==> src/sv/strongly_connected_components_assert.svh <==
// assertion macros for the strongly connected components block
// no dependencies
`ifndef STRONGLY_CONNECTED_COMPONENTS_ASSERT_SVH
`define STRONGLY_CONNECTED_COMPONENTS_ASSERT_SVH

// same-cycle implication
`define SCC_ASSERT_IMP(lbl, clk, rst_n, ante, cons) \
    lbl: assert property (@(posedge clk) disable iff (!rst_n) (ante) |-> (cons)) \
        else $error("scc assertion failed");

// next-cycle implication
`define SCC_ASSERT_NEXT(lbl, clk, rst_n, ante, cons) \
    lbl: assert property (@(posedge clk) disable iff (!rst_n) (ante) |=> (cons)) \
        else $error("scc assertion failed");

`endif

==> src/sv/scc_ram.sv <==
// generic single-write, single-read ram with registered read data
// no dependencies
module scc_ram #(
    parameter int WIDTH = 8,
    parameter int DEPTH = 64,
    parameter int AW    = (DEPTH > 1) ? $clog2(DEPTH) : 1
) (
    input  logic             i_clk,
    input  logic             i_we,
    input  logic [AW-1:0]    i_waddr,
    input  logic [WIDTH-1:0] i_wdata,
    input  logic [AW-1:0]    i_raddr,
    output logic [WIDTH-1:0] o_rdata
);

    logic [WIDTH-1:0] r_mem [DEPTH];

    always_ff @(posedge i_clk) begin
        if (i_we) begin
            r_mem[i_waddr] <= i_wdata;
        end
        o_rdata <= r_mem[i_raddr];
    end

endmodule

==> config.mk <==
export PLATFORM = sky130hd
export DESIGN_NAME = scc_ram
export DESIGN_NICKNAME = d
export VERILOG_FILES = /design/src/sv/strongly_connected_components_assert.svh /design/src/sv/scc_ram.sv
export SDC_FILE = /design/constraint.sdc
export NUM_CORES = 1
export LEC_CHECK = 0
export ABC_AREA = 1
export BUFFER_PORTS_ARGS = -buffer_cell sky130_fd_sc_hd__buf_4
export CAP_MARGIN = 15
export CORE_ASPECT_RATIO = 0.8
export CORE_MARGIN = 2
export CORE_UTILIZATION = 30
export CTS_CLUSTER_DIAMETER = 60
export DETAILED_ROUTE_END_ITERATION = 7
export SYNTH_ARGS = -nofsm -noshare
export SYNTH_HDL_FRONTEND = slang
export SYNTH_SLANG_ARGS = --single-unit
==> constraint.sdc <==
create_clock -name i_clk -period 6.01 [get_ports i_clk]
set_clock_uncertainty 0.05 [all_clocks]
set_input_delay 0.3005 -clock i_clk [delete_from_list [all_inputs] [get_ports i_clk]]
set_output_delay 0.3005 -clock i_clk [all_outputs]
set_load 0.1 [all_outputs]
==> results_dict.tcl <==
set metrics [dict create \
    outcome "finished clean" \
    critPathMaxStageDelay_ps 720 \
    power_density_nw_per_um2 324 \
    netlist_area_um2 21300 \
    drv_cap 0 \
    worst_path_max_delay_cell "inv_4" \
    via_per_inst 5.01 \
    critical_path_class "input port to flip-flop" \
    grt_use_total_pct 15.0 \
    power.total_mw 7.66 \
    fill_cells 6869 \
    syn_nets 1827 \
    stdcell_count 2758 \
    drv_slew 0 \
    syn_area_per_cell_um2 11.8 \
    ff2ff_setup_slack_ps 4440 \
    port_buffers 29 \
    peakVddDrop_mv 0.339 \
    dp.cells 2666 \
    seq_area_frac_synth_pct 72.8 \
    regArea_um2 15500 \
    min_period_ps 2480 \
    gp_congestion 0.835 \
    die_area_um2 73300 \
    synth_top_area_share_pct 72.0 \
    crit_end "o_rdata[7]$_DFF_P_" \
    arrival_ps 2880 \
    cp-start-kind "input port" \
    synth_largest_area_cell "edfxtp_1" \
    num_rows 87 \
    yosysWarnings 0 \
    grt_pass1_vias 13155 \
    clk_latency_ps 590 \
    timing.final.crit_share_pct 41.2 \
    rr_worst_depth 8 \
    num_io_pins 30 \
    r2r-end "o_rdata[3]$_DFF_P_" \
    grt_pass1_wl_um 83500 \
    cts-buffers-inserted 49 \
    cts_tree "yes" \
    multiInputGateArea_um2 4960 \
    crit_chain "buf_4 -> inv_4 -> buf_4 -> nand3_1 -> nand3_1 -> nand2_1 -> nand2_1 -> nand3_1 -> nand3_1 -> nand2_1" \
    cts.sink_count 520 \
    hold_path.class "input port to flip-flop" \
    antenna_found_initial 0 \
    crit_family "buffers and inverters" \
    rsz0062_at_grt "no" \
    nNetsFinal 1807 \
    chipWidth_um 302 \
    synthToLayoutAreaGrowth_pct 10.9 \
    grt_overflow 0 \
    grt_max_degree 210 \
    crit_path_frequent_cell "nand3_1" \
    critPathBufInv 3 \
    startpoint "i_raddr[1]" \
    drc 0 \
    hold_viol_final 0 \
    cp.required_ps 6420 \
    dr_total_vias 13824 \
    dp_hpwl_um 30800 \
    htree_levels 2 \
    wl_per_cell_um 20.1 \
    path_max_fanout 79 \
    drtIter0Drc 2016 \
    synth_seq_cells 520 \
    wl_um 55400 \
    core-area_um2 70400 \
    max_freq_mhz 404 \
    yosys-top-cells-area "edfxtp_1 (72%), nand2_1 (11%), nand3_1 (10%)" \
    drive_gt1_share_pct 6.42 \
    synth_cell_types 16 \
    ant_nets 0 \
    crit_cells 10 \
    syn_inst 1805 \
    hold_slack_ps 121 \
    cts_root_buffer "clkbuf_16" \
    p_leak_nw 8.25 \
    clock_path_buffers 3 \
    drt-pass1-iter-count 6 \
    cts.clk_slew.worst_paths_ps 70 \
    slew_headroom_pct 23.1 \
    r2r_start "r_mem[54][3]$_DFFE_PP_" \
    post_cts_buffers 0 \
    initial_core_util_pct 30.3 \
    worstMarginPinSlew_ps 1150 \
    fin_setup_tns_ps 0 \
    end_kind "flip-flop" \
    fp.dieH_um 243 \
    setup_violations 0 \
]
-- stage by stage --
step | area, um2 | utilization [%] | setup slack, ps
floorplan | 21300 | - | 3890
global placement | 22000 | 31.3 | 3040
detailed placement | 22000 | 31.3 | 2990
CTS | 23600 | 33.6 | 3590
global route | 23700 | 33.6 | 3300
finish | 23700 | 33.6 | 3530
-- final cells by class --
| class | count | area share [%] |
|---|---|---|
| Multi-Input combinational cell | 1160 | 21.0 |
| Timing Repair Buffer | 42 | 1.55 |
| Sequential cell | 520 | 65.7 |
| Antenna cell | 1 | 0.0106 |
| Clock buffer | 57 | 5.49 |
| Clock inverter | 32 | 1.18 |
| Tap cell | 934 | 4.94 |
| Inverter | 12 | 0.222 |
-- how the worst min path moves through the flow --
stage,end,cells after the start,start
3_3_place_gp,o_rdata[0]$_DFF_P_,3,i_raddr[5]
3_5_place_dp,o_rdata[0]$_DFF_P_,3,i_raddr[5]
6_report,r_mem[52][0]$_DFFE_PP_,2,i_waddr[0]
4_1_cts,r_mem[52][0]$_DFFE_PP_,2,i_waddr[0]
5_1_grt,r_mem[52][0]$_DFFE_PP_,2,i_waddr[0]
2_1_floorplan,r_mem[0][0]$_DFFE_PP_,0,i_wdata[0]
-- cell usage in the layout, fill, tap and decap left out, types with 2 or more instances in the layout --
| cell type | count |
|---|---|
| nand2_1 | 648 |
| buf_12 | 2 |
| nor2_1 | 56 |
| edfxtp_1 | 512 |
| bufinv_16 | 5 |
| nor4_2 | 2 |
| clkinvlp_4 | 2 |
| nand4_1 | 9 |
| clkinv_1 | 12 |
| clkinv_2 | 12 |
| inv_6 | 2 |
| nor4_1 | 6 |
| inv_1 | 9 |
| clkbuf_16 | 51 |
| nand3_1 | 439 |
| buf_4 | 37 |
| clkbuf_1 | 6 |
| dfxtp_1 | 8 |
-- report_power, final --
group | switching, mW | internal, mW
Sequential | 0.0174 | 4.01
Combinational | 0.407 | 0.113
Clock | 1.35 | 1.76
-- sequential cells by signal, summed over array words and instances, names as in the netlist --
register / count
o_rdata: 8
r_mem: 512
-- synthesized netlist by cell type, drive strengths merged --
cell type and count:
edfxtp 512, nand3 439, dfxtp 8, buf 98, inv 12, clkbuf 15, nor2 56, nor4 8
nand2 648, nand4 9
-- cells by family (layout without fill, tap and decap cells) --
| family | after synthesis | in the layout | synth area share [%] |
|---|---|---|---|
| and+or+nand+nor | 1160 | 1160 | 23.2 |
| other | 0 | 1 | 0 |
| buffers and inverters | 125 | 143 | 4.02 |
| DFF | 520 | 520 | 72.8 |
-- per-layer routing --
layer / wire [um] / track usage (%) / up-vias
li1: - / - / 6313
met1: 25300 / 22.9 / 6792
met2: 23300 / 21.0 / 636
met3: 5720 / 3.60 / 83
met4: 1070 / 3.58 / 0
met5: 0 / 0 / -
-- repair_timing --
| item | 4_1_cts | 5_1_grt |
|---|---|---|
| hold endpoints to repair | 3 | 0 |
| gates resized for setup | 0 | 0 |
| hold buffers | 1 | 0 |
Power figures use the tool's default switching activity.
